`src/design/rft_pkg.sv`:
```
package rft_pkg;

   localparam int MAX_LEN   = 56;
   localparam int MAX_RAILS = 8;

   localparam int CHAR_WIDTH      = 8;
   localparam int COUNT_WIDTH     = 6;
   localparam int RAIL_WIDTH      = 3;
   localparam int TOTAL_WIDTH     = 4;
   localparam int RCOUNT_WIDTH    = 4;
   localparam int CSR_DATA_WIDTH  = 4;
   localparam int CSR_INDEX_WIDTH = 1;

   localparam logic [CHAR_WIDTH-1:0] SPACE_CHAR = 8'h20;

   localparam logic [CSR_INDEX_WIDTH-1:0] CSR_RAIL_COUNT = 1'b0;
   localparam logic [CSR_INDEX_WIDTH-1:0] CSR_DIRECTION  = 1'b1;

   localparam logic [RCOUNT_WIDTH-1:0] RAIL_COUNT_RESET = 4'd3;

   typedef struct packed {
      logic [CHAR_WIDTH-1:0] in_char;
      logic                  in_last;
   } rft_req_type;

   typedef struct packed {
      logic [CHAR_WIDTH-1:0] out_char;
      logic                  out_last;
      logic                  error;
   } rft_rsp_type;

   typedef enum logic [1:0] {
      KIND_CHAR  = 2'd0,
      KIND_SPACE = 2'd1,
      KIND_ERR   = 2'd2
   } rft_kind_type;

   typedef struct packed {
      logic         load;
      logic         clear;
      logic         rd_enc;
      logic         rd_dec;
      logic         enc_step;
      logic         enc_next_rail;
      logic         dec_adv;
      logic         dec_mode;
      rft_kind_type kind;
   } rft_cmd_type;

   typedef struct packed {
      logic direction;
      logic ovf_now;
      logic load_empty;
      logic enc_has;
      logic enc_last_rail;
      logic dec_err;
      logic dec_last;
   } rft_status_type;

endpackage

```
`src/design/rail_fence_transposer.sv`:
```
// Rail fence transposer. Message bytes are taken one per cycle into a 56-byte
// buffer; the transaction marked last starts emission (unless it is a decrypt
// space that finds the buffer empty, which only clears the run) and no new byte
// is taken until the final result transaction of the run has been accepted.
// Each output byte is selected and read in a scan state, through the buffer's
// single registered read port, and presented in a show state that holds until
// the receiver accepts it; the rail-closing spaces of encrypt skip the read. An
// encrypt run of n bytes on R rails gives n+R results. An exhausted rail group
// gives its error result from the scan state too, while an overflow error result
// is presented in the cycle after the last byte. No clearing pass follows reset.
module rail_fence_transposer
   import rft_pkg::*;
(
   input  logic                       clock,
   input  logic                       reset,
   input  logic                       req_valid,
   output logic                       req_ready,
   input  rft_req_type                req_data,
   output logic                       rsp_valid,
   input  logic                       rsp_ready,
   output rft_rsp_type                rsp_data,
   input  logic                       csr_write_en,
   input  logic [CSR_INDEX_WIDTH-1:0] csr_index,
   input  logic [CSR_DATA_WIDTH-1:0]  csr_wdata
);

   rft_cmd_type    cmd;
   rft_status_type status;

   rft_ctrl u_ctrl (
      .clock     (clock),
      .reset     (reset),
      .req_valid (req_valid),
      .req_last  (req_data.in_last),
      .req_ready (req_ready),
      .rsp_valid (rsp_valid),
      .rsp_ready (rsp_ready),
      .status    (status),
      .cmd       (cmd)
   );

   rft_datapath u_datapath (
      .clock        (clock),
      .reset        (reset),
      .csr_write_en (csr_write_en),
      .csr_index    (csr_index),
      .csr_wdata    (csr_wdata),
      .req_data     (req_data),
      .rsp_data     (rsp_data),
      .cmd          (cmd),
      .status       (status)
   );

   // loading and emission never overlap
   a_no_overlap: assert property (@(posedge clock) disable iff (reset)
      !(req_ready && rsp_valid))
      else $error("input and result channels active together");

   a_error_ends_run: assert property (@(posedge clock) disable iff (reset)
      (rsp_valid && rsp_data.error) |-> rsp_data.out_last)
      else $error("error result does not end the run");

   a_back_to_load: assert property (@(posedge clock) disable iff (reset)
      (rsp_valid && rsp_ready && rsp_data.out_last) |=> (req_ready && !rsp_valid))
      else $error("block not ready after final result transaction");

endmodule

```
`src/design/rft_ctrl.sv`:
```
module rft_ctrl
   import rft_pkg::*;
(
   input  logic           clock,
   input  logic           reset,
   input  logic           req_valid,
   input  logic           req_last,
   output logic           req_ready,
   output logic           rsp_valid,
   input  logic           rsp_ready,
   input  rft_status_type status,
   output rft_cmd_type    cmd
);

   typedef enum logic [2:0] {
      ST_LOAD,
      ST_ENC_SCAN,
      ST_DEC_SCAN,
      ST_SHOW_CHAR,
      ST_SHOW_SPACE,
      ST_SHOW_ERR
   } state_type;

   state_type state_ff, state_in;
   logic      dec_mode_ff, dec_mode_in;

   always_comb begin
      state_in     = state_ff;
      dec_mode_in  = dec_mode_ff;
      cmd          = '0;
      cmd.dec_mode = dec_mode_ff;
      cmd.kind     = KIND_CHAR;
      unique case (state_ff)
         ST_LOAD: begin
            if (req_valid) begin
               cmd.load = 1'b1;
               if (req_last) begin
                  if (status.ovf_now) begin
                     state_in = ST_SHOW_ERR;
                  end else if (!status.direction) begin
                     dec_mode_in = 1'b0;
                     state_in    = ST_ENC_SCAN;
                  end else if (status.load_empty) begin
                     cmd.clear = 1'b1;
                  end else begin
                     dec_mode_in = 1'b1;
                     state_in    = ST_DEC_SCAN;
                  end
               end
            end
         end
         ST_ENC_SCAN: begin
            if (status.enc_has) begin
               cmd.rd_enc = 1'b1;
               state_in   = ST_SHOW_CHAR;
            end else begin
               state_in = ST_SHOW_SPACE;
            end
         end
         ST_DEC_SCAN: begin
            if (status.dec_err) begin
               state_in = ST_SHOW_ERR;
            end else begin
               cmd.rd_dec = 1'b1;
               state_in   = ST_SHOW_CHAR;
            end
         end
         ST_SHOW_CHAR: begin
            cmd.kind = KIND_CHAR;
            if (rsp_ready) begin
               if (dec_mode_ff) begin
                  if (status.dec_last) begin
                     cmd.clear = 1'b1;
                     state_in  = ST_LOAD;
                  end else begin
                     cmd.dec_adv = 1'b1;
                     state_in    = ST_DEC_SCAN;
                  end
               end else begin
                  cmd.enc_step = 1'b1;
                  state_in     = ST_ENC_SCAN;
               end
            end
         end
         ST_SHOW_SPACE: begin
            cmd.kind = KIND_SPACE;
            if (rsp_ready) begin
               if (status.enc_last_rail) begin
                  cmd.clear = 1'b1;
                  state_in  = ST_LOAD;
               end else begin
                  cmd.enc_next_rail = 1'b1;
                  state_in          = ST_ENC_SCAN;
               end
            end
         end
         ST_SHOW_ERR: begin
            cmd.kind = KIND_ERR;
            if (rsp_ready) begin
               cmd.clear = 1'b1;
               state_in  = ST_LOAD;
            end
         end
      endcase
   end

   assign req_ready = (state_ff == ST_LOAD);
   assign rsp_valid = (state_ff == ST_SHOW_CHAR) || (state_ff == ST_SHOW_SPACE) ||
                      (state_ff == ST_SHOW_ERR);

   always_ff @(posedge clock) begin
      if (reset) begin
         state_ff    <= ST_LOAD;
         dec_mode_ff <= 1'b0;
      end else begin
         state_ff    <= state_in;
         dec_mode_ff <= dec_mode_in;
      end
   end

endmodule

```
`src/design/rft_datapath.sv`:
```
module rft_datapath
   import rft_pkg::*;
(
   input  logic                       clock,
   input  logic                       reset,
   input  logic                       csr_write_en,
   input  logic [CSR_INDEX_WIDTH-1:0] csr_index,
   input  logic [CSR_DATA_WIDTH-1:0]  csr_wdata,
   input  rft_req_type                req_data,
   output rft_rsp_type                rsp_data,
   input  rft_cmd_type                cmd,
   output rft_status_type             status
);

   logic [CHAR_WIDTH-1:0]   mem [MAX_LEN];
   logic [CHAR_WIDTH-1:0]   mem_q_ff;

   logic [RCOUNT_WIDTH-1:0] rail_count_ff;
   logic                    dir_ff;

   logic [COUNT_WIDTH-1:0]  count_ff;
   logic [TOTAL_WIDTH-1:0]  gt_ff;
   logic [COUNT_WIDTH-1:0]  start_ff  [MAX_RAILS];
   logic [COUNT_WIDTH-1:0]  stop_ff   [MAX_RAILS];
   logic [COUNT_WIDTH-1:0]  cursor_ff [MAX_RAILS];
   logic                    ovf_ff;

   logic [RAIL_WIDTH-1:0]   rail_ff;
   logic [COUNT_WIDTH:0]    idx_ff;
   logic                    tog_ff;
   logic [COUNT_WIDTH-1:0]  pos_ff;
   logic                    down_ff;

   logic [RCOUNT_WIDTH-1:0] rails;
   logic [RAIL_WIDTH-1:0]   rail_max;
   logic [4:0]              period;
   logic [4:0]              twice_rail;
   logic [4:0]              step;
   logic [COUNT_WIDTH:0]    idx_step;
   logic [COUNT_WIDTH:0]    dec_idx;
   logic [COUNT_WIDTH-1:0]  dec_end;
   logic                    is_gap;
   logic                    full;
   logic                    store_en;
   logic [COUNT_WIDTH-1:0]  rd_addr;

   // clamp rails to the supported range
   always_comb begin
      if (rail_count_ff < RCOUNT_WIDTH'(2)) begin
         rails = RCOUNT_WIDTH'(2);
      end else if (rail_count_ff > RCOUNT_WIDTH'(MAX_RAILS)) begin
         rails = RCOUNT_WIDTH'(MAX_RAILS);
      end else begin
         rails = rail_count_ff;
      end
   end

   assign rail_max   = RAIL_WIDTH'(rails - RCOUNT_WIDTH'(1));
   assign period     = {rails, 1'b0} - 5'd2;
   assign twice_rail = {1'b0, rail_ff, 1'b0};

   // gaps inside the zigzag alternate between the two sides of a rail
   always_comb begin
      step = tog_ff ? twice_rail : (period - twice_rail);
      if (step == 5'd0) begin
         step = period;
      end
   end

   assign idx_step = idx_ff + {2'b00, step};

   assign dec_idx = {1'b0, start_ff[rail_ff]} + {1'b0, cursor_ff[rail_ff]};
   assign dec_end = ({1'b0, rail_ff} < gt_ff) ? stop_ff[rail_ff] : count_ff;

   assign is_gap   = dir_ff && (req_data.in_char == SPACE_CHAR);
   assign full     = (count_ff == COUNT_WIDTH'(MAX_LEN));
   assign store_en = cmd.load && !cmd.clear && !is_gap && !full;
   assign rd_addr  = cmd.rd_dec ? dec_idx[COUNT_WIDTH-1:0] : idx_ff[COUNT_WIDTH-1:0];

   always_comb begin
      status.direction     = dir_ff;
      status.ovf_now       = ovf_ff || (!is_gap && full);
      status.load_empty    = is_gap && (count_ff == '0);
      status.enc_has       = idx_ff < {1'b0, count_ff};
      status.enc_last_rail = (rail_ff == rail_max);
      status.dec_err       = (dec_idx >= {1'b0, dec_end}) ||
                             (dec_idx >= (COUNT_WIDTH+1)'(MAX_LEN));
      status.dec_last      = ({1'b0, pos_ff} + 7'd1) == {1'b0, count_ff};
   end

   always_comb begin
      unique case (cmd.kind)
         KIND_CHAR: begin
            rsp_data.out_char = mem_q_ff;
            rsp_data.out_last = cmd.dec_mode && status.dec_last;
            rsp_data.error    = 1'b0;
         end
         KIND_SPACE: begin
            rsp_data.out_char = SPACE_CHAR;
            rsp_data.out_last = status.enc_last_rail;
            rsp_data.error    = 1'b0;
         end
         default: begin
            rsp_data.out_char = '0;
            rsp_data.out_last = 1'b1;
            rsp_data.error    = 1'b1;
         end
      endcase
   end

   // message buffer
   always_ff @(posedge clock) begin
      if (store_en) begin
         mem[count_ff] <= req_data.in_char;
      end
      if (cmd.rd_enc || cmd.rd_dec) begin
         mem_q_ff <= mem[rd_addr];
      end
   end

   always_ff @(posedge clock) begin
      if (reset) begin
         rail_count_ff <= RAIL_COUNT_RESET;
         dir_ff        <= 1'b0;
      end else if (csr_write_en) begin
         unique case (csr_index)
            CSR_RAIL_COUNT: rail_count_ff <= csr_wdata;
            CSR_DIRECTION:  dir_ff        <= csr_wdata[0];
         endcase
      end
   end

   always_ff @(posedge clock) begin
      if (reset || cmd.clear) begin
         count_ff <= '0;
         gt_ff    <= '0;
         ovf_ff   <= 1'b0;
         for (int i = 0; i < MAX_RAILS; i++) begin
            start_ff[i]  <= '0;
            stop_ff[i]   <= '0;
            cursor_ff[i] <= '0;
         end
         rail_ff <= '0;
         idx_ff  <= '0;
         tog_ff  <= 1'b0;
         pos_ff  <= '0;
         down_ff <= 1'b1;
      end else begin
         if (cmd.load) begin
            if (is_gap) begin
               if (gt_ff < TOTAL_WIDTH'(MAX_RAILS)) begin
                  stop_ff[gt_ff[RAIL_WIDTH-1:0]] <= count_ff;
                  if (gt_ff < TOTAL_WIDTH'(MAX_RAILS - 1)) begin
                     start_ff[gt_ff[RAIL_WIDTH-1:0] + RAIL_WIDTH'(1)] <= count_ff;
                  end
                  gt_ff <= gt_ff + TOTAL_WIDTH'(1);
               end
            end else if (!full) begin
               count_ff <= count_ff + COUNT_WIDTH'(1);
            end else begin
               ovf_ff <= 1'b1;
            end
         end
         if (cmd.rd_dec) begin
            cursor_ff[rail_ff] <= cursor_ff[rail_ff] + COUNT_WIDTH'(1);
         end
         if (cmd.enc_step) begin
            idx_ff <= idx_step;
            tog_ff <= ~tog_ff;
         end else if (cmd.enc_next_rail) begin
            rail_ff <= rail_ff + RAIL_WIDTH'(1);
            idx_ff  <= {4'b0000, rail_ff + RAIL_WIDTH'(1)};
            tog_ff  <= 1'b0;
         end else if (cmd.dec_adv) begin
            pos_ff <= pos_ff + COUNT_WIDTH'(1);
            if (down_ff) begin
               if (rail_ff == rail_max) begin
                  rail_ff <= rail_ff - RAIL_WIDTH'(1);
                  down_ff <= 1'b0;
               end else begin
                  rail_ff <= rail_ff + RAIL_WIDTH'(1);
               end
            end else begin
               if (rail_ff == '0) begin
                  rail_ff <= rail_ff + RAIL_WIDTH'(1);
                  down_ff <= 1'b1;
               end else begin
                  rail_ff <= rail_ff - RAIL_WIDTH'(1);
               end
            end
         end
      end
   end

endmodule

```
`config.mk`:
```
export PLATFORM = sky130hd
export DESIGN_NAME = rail_fence_transposer
export DESIGN_NICKNAME = d
export VERILOG_FILES = /design/src/design/rft_pkg.sv /design/src/design/rail_fence_transposer.sv /design/src/design/rft_ctrl.sv /design/src/design/rft_datapath.sv
export SDC_FILE = /design/constraint.sdc
export NUM_CORES = 1
export LEC_CHECK = 0
export BUFFER_PORTS_ARGS = -buffer_cell sky130_fd_sc_hd__clkbuf_2
export CAP_MARGIN = 20
export CORE_ASPECT_RATIO = 1.4
export CORE_MARGIN = 3
export CORE_UTILIZATION = 40
export DETAILED_ROUTE_END_ITERATION = 8
export PLACE_DENSITY = 0.58
export RECOVER_POWER = 25
export SKIP_LAST_GASP = 1
export SLEW_MARGIN = 25
export SYNTH_ARGS = -nofsm -noshare
export SYNTH_HDL_FRONTEND = slang
export SYNTH_SLANG_ARGS = --single-unit
export TNS_END_PERCENT = 50
```
`constraint.sdc`:
```
create_clock -name clock -period 7.1 [get_ports clock]
set_clock_uncertainty 0.15 [all_clocks]
set_input_delay 1.065 -clock clock [delete_from_list [all_inputs] [get_ports clock]]
set_output_delay 1.065 -clock clock [all_outputs]
set_load 0.005 [all_outputs]
```
-- Yosys cells after proc, flatten, opt, wreduce, memory -nomap -nowiden
Memory sizes are Yosys's and may differ from the RTL's. A register that Yosys moved wholly into a read port is not among the register bits.
Index checks and enable logic that the tools add are counted.
- flip-flop bits (word level): 38
- bits in writable memories: 592
- input port bits: 19
- output and inout bits: 12
- word-level logic and storage cells: 191
- memories: 4
- memory list (memory ; depth ; width ; rd ports ; clocked after Yosys merged registers in ; wr ports ; RTL line ; RTL):
    u_datapath.mem ; 56 ; 8 ; 1 ; 1 ; 1 ; rft_datapath.sv:15 ; logic [CHAR_WIDTH-1:0] mem [MAX_LEN];
    u_datapath.cursor_ff ; 8 ; 6 ; 1 ; 1 ; 8 ; rft_datapath.sv:25 ; logic [COUNT_WIDTH-1:0] cursor_ff [MAX_RAILS];
    u_datapath.start_ff ; 8 ; 6 ; 1 ; 1 ; 8 ; rft_datapath.sv:23 ; logic [COUNT_WIDTH-1:0] start_ff [MAX_RAILS];
    u_datapath.stop_ff ; 8 ; 6 ; 1 ; 1 ; 8 ; rft_datapath.sv:24 ; logic [COUNT_WIDTH-1:0] stop_ff [MAX_RAILS];
- $add $sub $neg: 13
- order comparisons: 8
- eq/ne operators: 17
- mux-type cells: 95
- bitwise logic cells: 7
- reductions and logical operators: 35
- operators by type and width (kind ; count):
    2-to-1 mux 3 bit ; 25
    2-to-1 mux 1 bit ; 53
    2-to-1 mux 6 bit ; 5
    case mux 10 bit (2 select lines) ; 1
    adder 6 x 1 -> 6 bit, second input constant ; 3
    case mux 3 bit (6 select lines) ; 1
    OR reduction 6 bit ; 3
    2-to-1 mux 7 bit ; 2
    AND reduction 3 bit ; 4
    2-to-1 mux 5 bit ; 2
    inequality test 2 bit, second input constant ; 5
    equality test 8 x 6 -> 1 bit, second input constant ; 1
    2-to-1 mux 4 bit ; 2
    adder 6 x 1 -> 7 bit, second input constant ; 1
    adder 6 x 6 -> 7 bit ; 1
    adder 7 x 5 -> 7 bit ; 1
    equality test 7 x 6 -> 1 bit ; 1
    >= comparator 7 x 6 -> 1 bit ; 1
    >= comparator 7 x 6 -> 1 bit, second input constant ; 1
    logical AND 1 bit ; 7
    < comparator 7 x 6 -> 1 bit ; 1
    NOT 1 bit ; 7
    adder 3 x 1 -> 3 bit, second input constant ; 2
    equality test 3 x 2 -> 1 bit, second input constant ; 2
    29 further kinds ; 43

-- Logic depth before layout (Yosys ltp)
- word-level depth: 15
- depth in mapped cells: 25

-- Modules after synthesis
From an unflattened synthesis, not the netlist that was laid out.
- cells, all modules: 1785
- area total of the unflattened synthesis: 28157.0 sq um
- modules (own cells, without submodules) (module ; instances ; cells each ; area each (sq um)):
    rft_datapath ; 1 ; 1710 ; 27625.2
    rft_ctrl ; 1 ; 75 ; 531.8

-- Worst setup path before layout
No wires, ideal clock.
- kind: register -> register
- start: register (tool-made name)
- end: register u_datapath.mem_q_ff[0] (read register of u_datapath.mem) (data pin)
- setup time: 257 ps
- arrival: 6346 ps
- required time: 6693 ps
- slack: 347 ps
- stages on the path, launching flop included: 24
- buffers on the path: 4
- path through: dfxtp_1 > clkbuf_1 > clkbuf_1 > buf_1 > mux4_2 > mux2_2 > ha_1 > inv_1 > fa_1 > and2b_1 > o22ai_2 > xnor2_2 > ha_1 > a21o_1 > nand2_1 > nand3_1 > a311oi_4 > a21oi_1 > nor2_2 > buf_2 > mux2_2 > a221oi_1 > a31oi_1 > a32o_1
- RTL lines (element ; RTL line ; RTL):
    to (decl) ; rft_datapath.sv:16 ; logic [CHAR_WIDTH-1:0] mem_q_ff;

==> results.md <==
* Starting density of the core at 0.406
* Power Dens Cells at 295 mW/mm^2
* Yosys top cell area share at 0.638
* Vias at 18000
* Largest family of logic cells by synthesized area: simple AND/OR/NAND/NOR gates
* Setup TNS at 0 ns
* DRT Wirelength at 78300 um
* CP endpoint kind: flop
* Most instantiated library cell after synthesis: edfxtp_1
* Dominant synthesized flop cell: edfxtp_1
* Endpoints failing setup at 0
* Vias per cell at just under 6
* Worst skew pair latency at 0.61 ns
* Worst Path Max Fanout at 15
* PnR Total Power at 0.00937 W
* CP max stage delay at 0.81 ns
* Most instantiated cells after synthesis: edfxtp_1, nor2_1, nand2_1
* Reg clk slew, reported paths at 0.06 ns
* CP Class: reg2reg
* First-pass GRT wire length at 117000 um
* Number of synthesized flops with an enable pin at 600
* Netlist cell types at 75
* Syn Nets at 2104
* Final period utilization at 0.939
* PortBufs at 30
* Worst slew pin tran at between 3 and 4 ns
* Gate count of the mapped netlist at 2047
* Layout cells sized above 1 at 0.140
* Simple-Gate Fraction of Synth Area at 0.116
* Maximum clock rate at between 0.15 and 0.2 GHz
* RSZ-0062 raised after global routing: no
* # diodes at 0
* Avg WL per Cell at 25.6 um
* Slack of the critical path at 0.435 ns
* Netlist Area Pre-Place at 0.0282 mm^2
* Static Leakage at 10.5 nW
* IO Count at 31
* R2r setup slk at approximately 0.44 ns
* CTS root buf: clkbuf_16
* Capturing point of the worst reg2reg path: u_datapath.mem_q_ff[5]
* Initial antenna violation count at 0
* Routed Antenna Nets at 0
* Worst IR Drop VDD at around 0.23 mV
* Yosys warns at 0
* Type of the tightest min-delay check: reg2reg
* Synth Area in Compound Gates at 0.0878
* Leading area contributor after synthesis: edfxtp_1
* Relative slew slack at -1.08
* Core Region at approximately 0.07 mm^2
* # resized after CTS at 0
* CP Cell Sequence: buf_4, mux4_2, mux2i_1, inv_1, ha_1, xnor2_1, ha_1, a21oi_1, a21oi_1, a311o_4, or4_1, a22oi_1, nand3_1, nand4_1, o31ai_1, a32o_1
* Total of max-cap violations at 7
* Grt ovf at 0
* WP data arrival at 6.88 ns
* Residual DRC at 0
* Cell count after placement at slightly below 3000
* CP endpoint: u_datapath.mem_q_ff[5]
* Largest net degree at the start of global routing at 66
* Synth Area in Adders at 0.0176
* Final slew viol count at between 300 and 400
* Fin crit period at roughly 6.7 ns
* Startpoint Class: flop
* Area delta synth->final at 12.6%
* CP Data Required Time at 7.32 ns
* Die Span Y at 320 um
* Slowest-stage cell, CP: a22oi_1
* Ys async rst share at 0
* Place WS at 0.431 ns
* Gpl congestion at 0.854
* Post-synthesis mux area share at 0.0763
* Die area at 0.0738 mm^2
* Iteration-0 DRC Markers at 1573
* Outcome: complete, but fails checks
* Synth Area per Inst at around 14 um^2
* Hold Vio Cnt, Final at 0
* R2R cell count at 16
* Failing checks: max-capacitance violations, max-slew violations
* Die outline width at 230 um
* DPL Wire Length at 52000 um
* Pre-antenna DRT Iters at 8
* Fillers at 6205
* CTS Hold Buffers Added at 0
* Yosys reg bits at 641
* Total CTS buffers at 67
* Fin Hold WS at 0.375 ns
* Final Non-Filler Cells at 3060
* Clock Tree Buf Depth at 3
* H-Tree Depth at 3
* Register area share after synthesis at 0.667
* Net count, final at around 2100
* Number of global-route vias before repair at 18100
* Std cell rows at 114
* Synth Area in XOR/XNOR at 0.0102
* Synth area leaders: edfxtp_1, mux4_2, dfxtp_1, nor2_1, mux2i_1
* Setup Buffers After CTS at 0
* GR Util All Layers at 0.210
* Sink Count at 641
* CTS tree: done
## worst min-delay path by stage
stage                                    start              endpoint  cells past startpoint
final                      u_datapath.gt_ff[3]   u_datapath.gt_ff[3]                      2
after global routing      u_datapath.pos_ff[1]  u_datapath.pos_ff[1]                      2
after CTS                  u_datapath.gt_ff[3]   u_datapath.gt_ff[3]                      2
after detailed placement   u_datapath.gt_ff[3]   u_datapath.gt_ff[3]                      2
after global placement     u_datapath.gt_ff[3]   u_datapath.gt_ff[3]                      2
after floorplan            u_datapath.gt_ff[3]   u_datapath.gt_ff[3]                      2
## layout by cell type (no fill, tap or decap), types with 10 or more instances in the layout
cell	count
and3_1	65
a22oi_1	10
o21ai_0	58
clkbuf_16	69
buf_4	55
mux2_2	32
edfxtp_1	600
clkinv_1	12
clkinv_2	14
inv_1	26
nor3_1	35
o221ai_1	15
a21oi_1	37
nor4_1	55
nor2_1	188
a211oi_1	67
xnor2_1	20
mux4_2	46
nand3_1	86
clkbuf_1	22
a32o_1	14
and2_1	14
ha_1	35
nand2_1	175
dfxtp_1	40
or4_1	10
a21o_1	12
mux2i_1	68
a311oi_1	31
clkbuf_2	24
a2111oi_0	11
## per-stage QoR
stage                     area (um^2)   util
final                           31800  0.457
after global placement          29600  0.426
after CTS                       31800  0.458
after floorplan                 28200      -
after global routing            31800  0.457
after detailed placement        29600  0.426
## worst max-delay path: cells and delay by family, from the launching register on
kind	cells	cell delay [ns]
AOI/OAI and AO/OA	6	2.08
and+or+nand+nor	3	1.06
DFF	1	0.62
buffers and inverters	2	0.41
adders and majority gates	2	0.72
xor gates and xnor gates	1	0.64
muxes	2	0.75
## state kept, by name, indices dropped and copies added (netlist names), 6 cells and up, named ones only
name,count
u_datapath.stop_ff,48
u_datapath.idx_ff,7
u_datapath.mem,448
u_datapath.cursor_ff,48
u_datapath.pos_ff,6
u_datapath.count_ff,6
u_datapath.start_ff,48
u_datapath.mem_q_ff,8
## cells by family (layout without fill, tap and decap cells)
group,after synthesis,in the layout
simple gates,682,682
flops,641,641
compound gates,337,337
buf+inv,165,250
mux,153,153
fa+ha+maj,38,38
xor+xnor,31,31
## power breakdown
part           leakage [nW]  total (W)  internal, W  switching (W)
Combinational          3.53    0.00149     0.000511       0.000977
Sequential             5.92    0.00431      0.00424      0.0000639
Clock                  1.09    0.00357      0.00210        0.00147
## metal layers
layer	global-route usage	wire, um
met3	0.0235	4120
met4	0.0882	3210
met2	0.375	40500
met1	0.258	30500
met5	0	0
## layout make-up
type	instances	area, um^2	share of cell area
multi-input cells	1241	8710	0.274
clock inverters	40	417	0.0131
well taps	928	1160	0.0365
inverters	30	113	0.00354
clock buffers	80	1800	0.0566
flip-flops and latches	641	18800	0.593
repair buffers	100	726	0.0228
No activity file was read; power rests on OpenSTA's default activity.
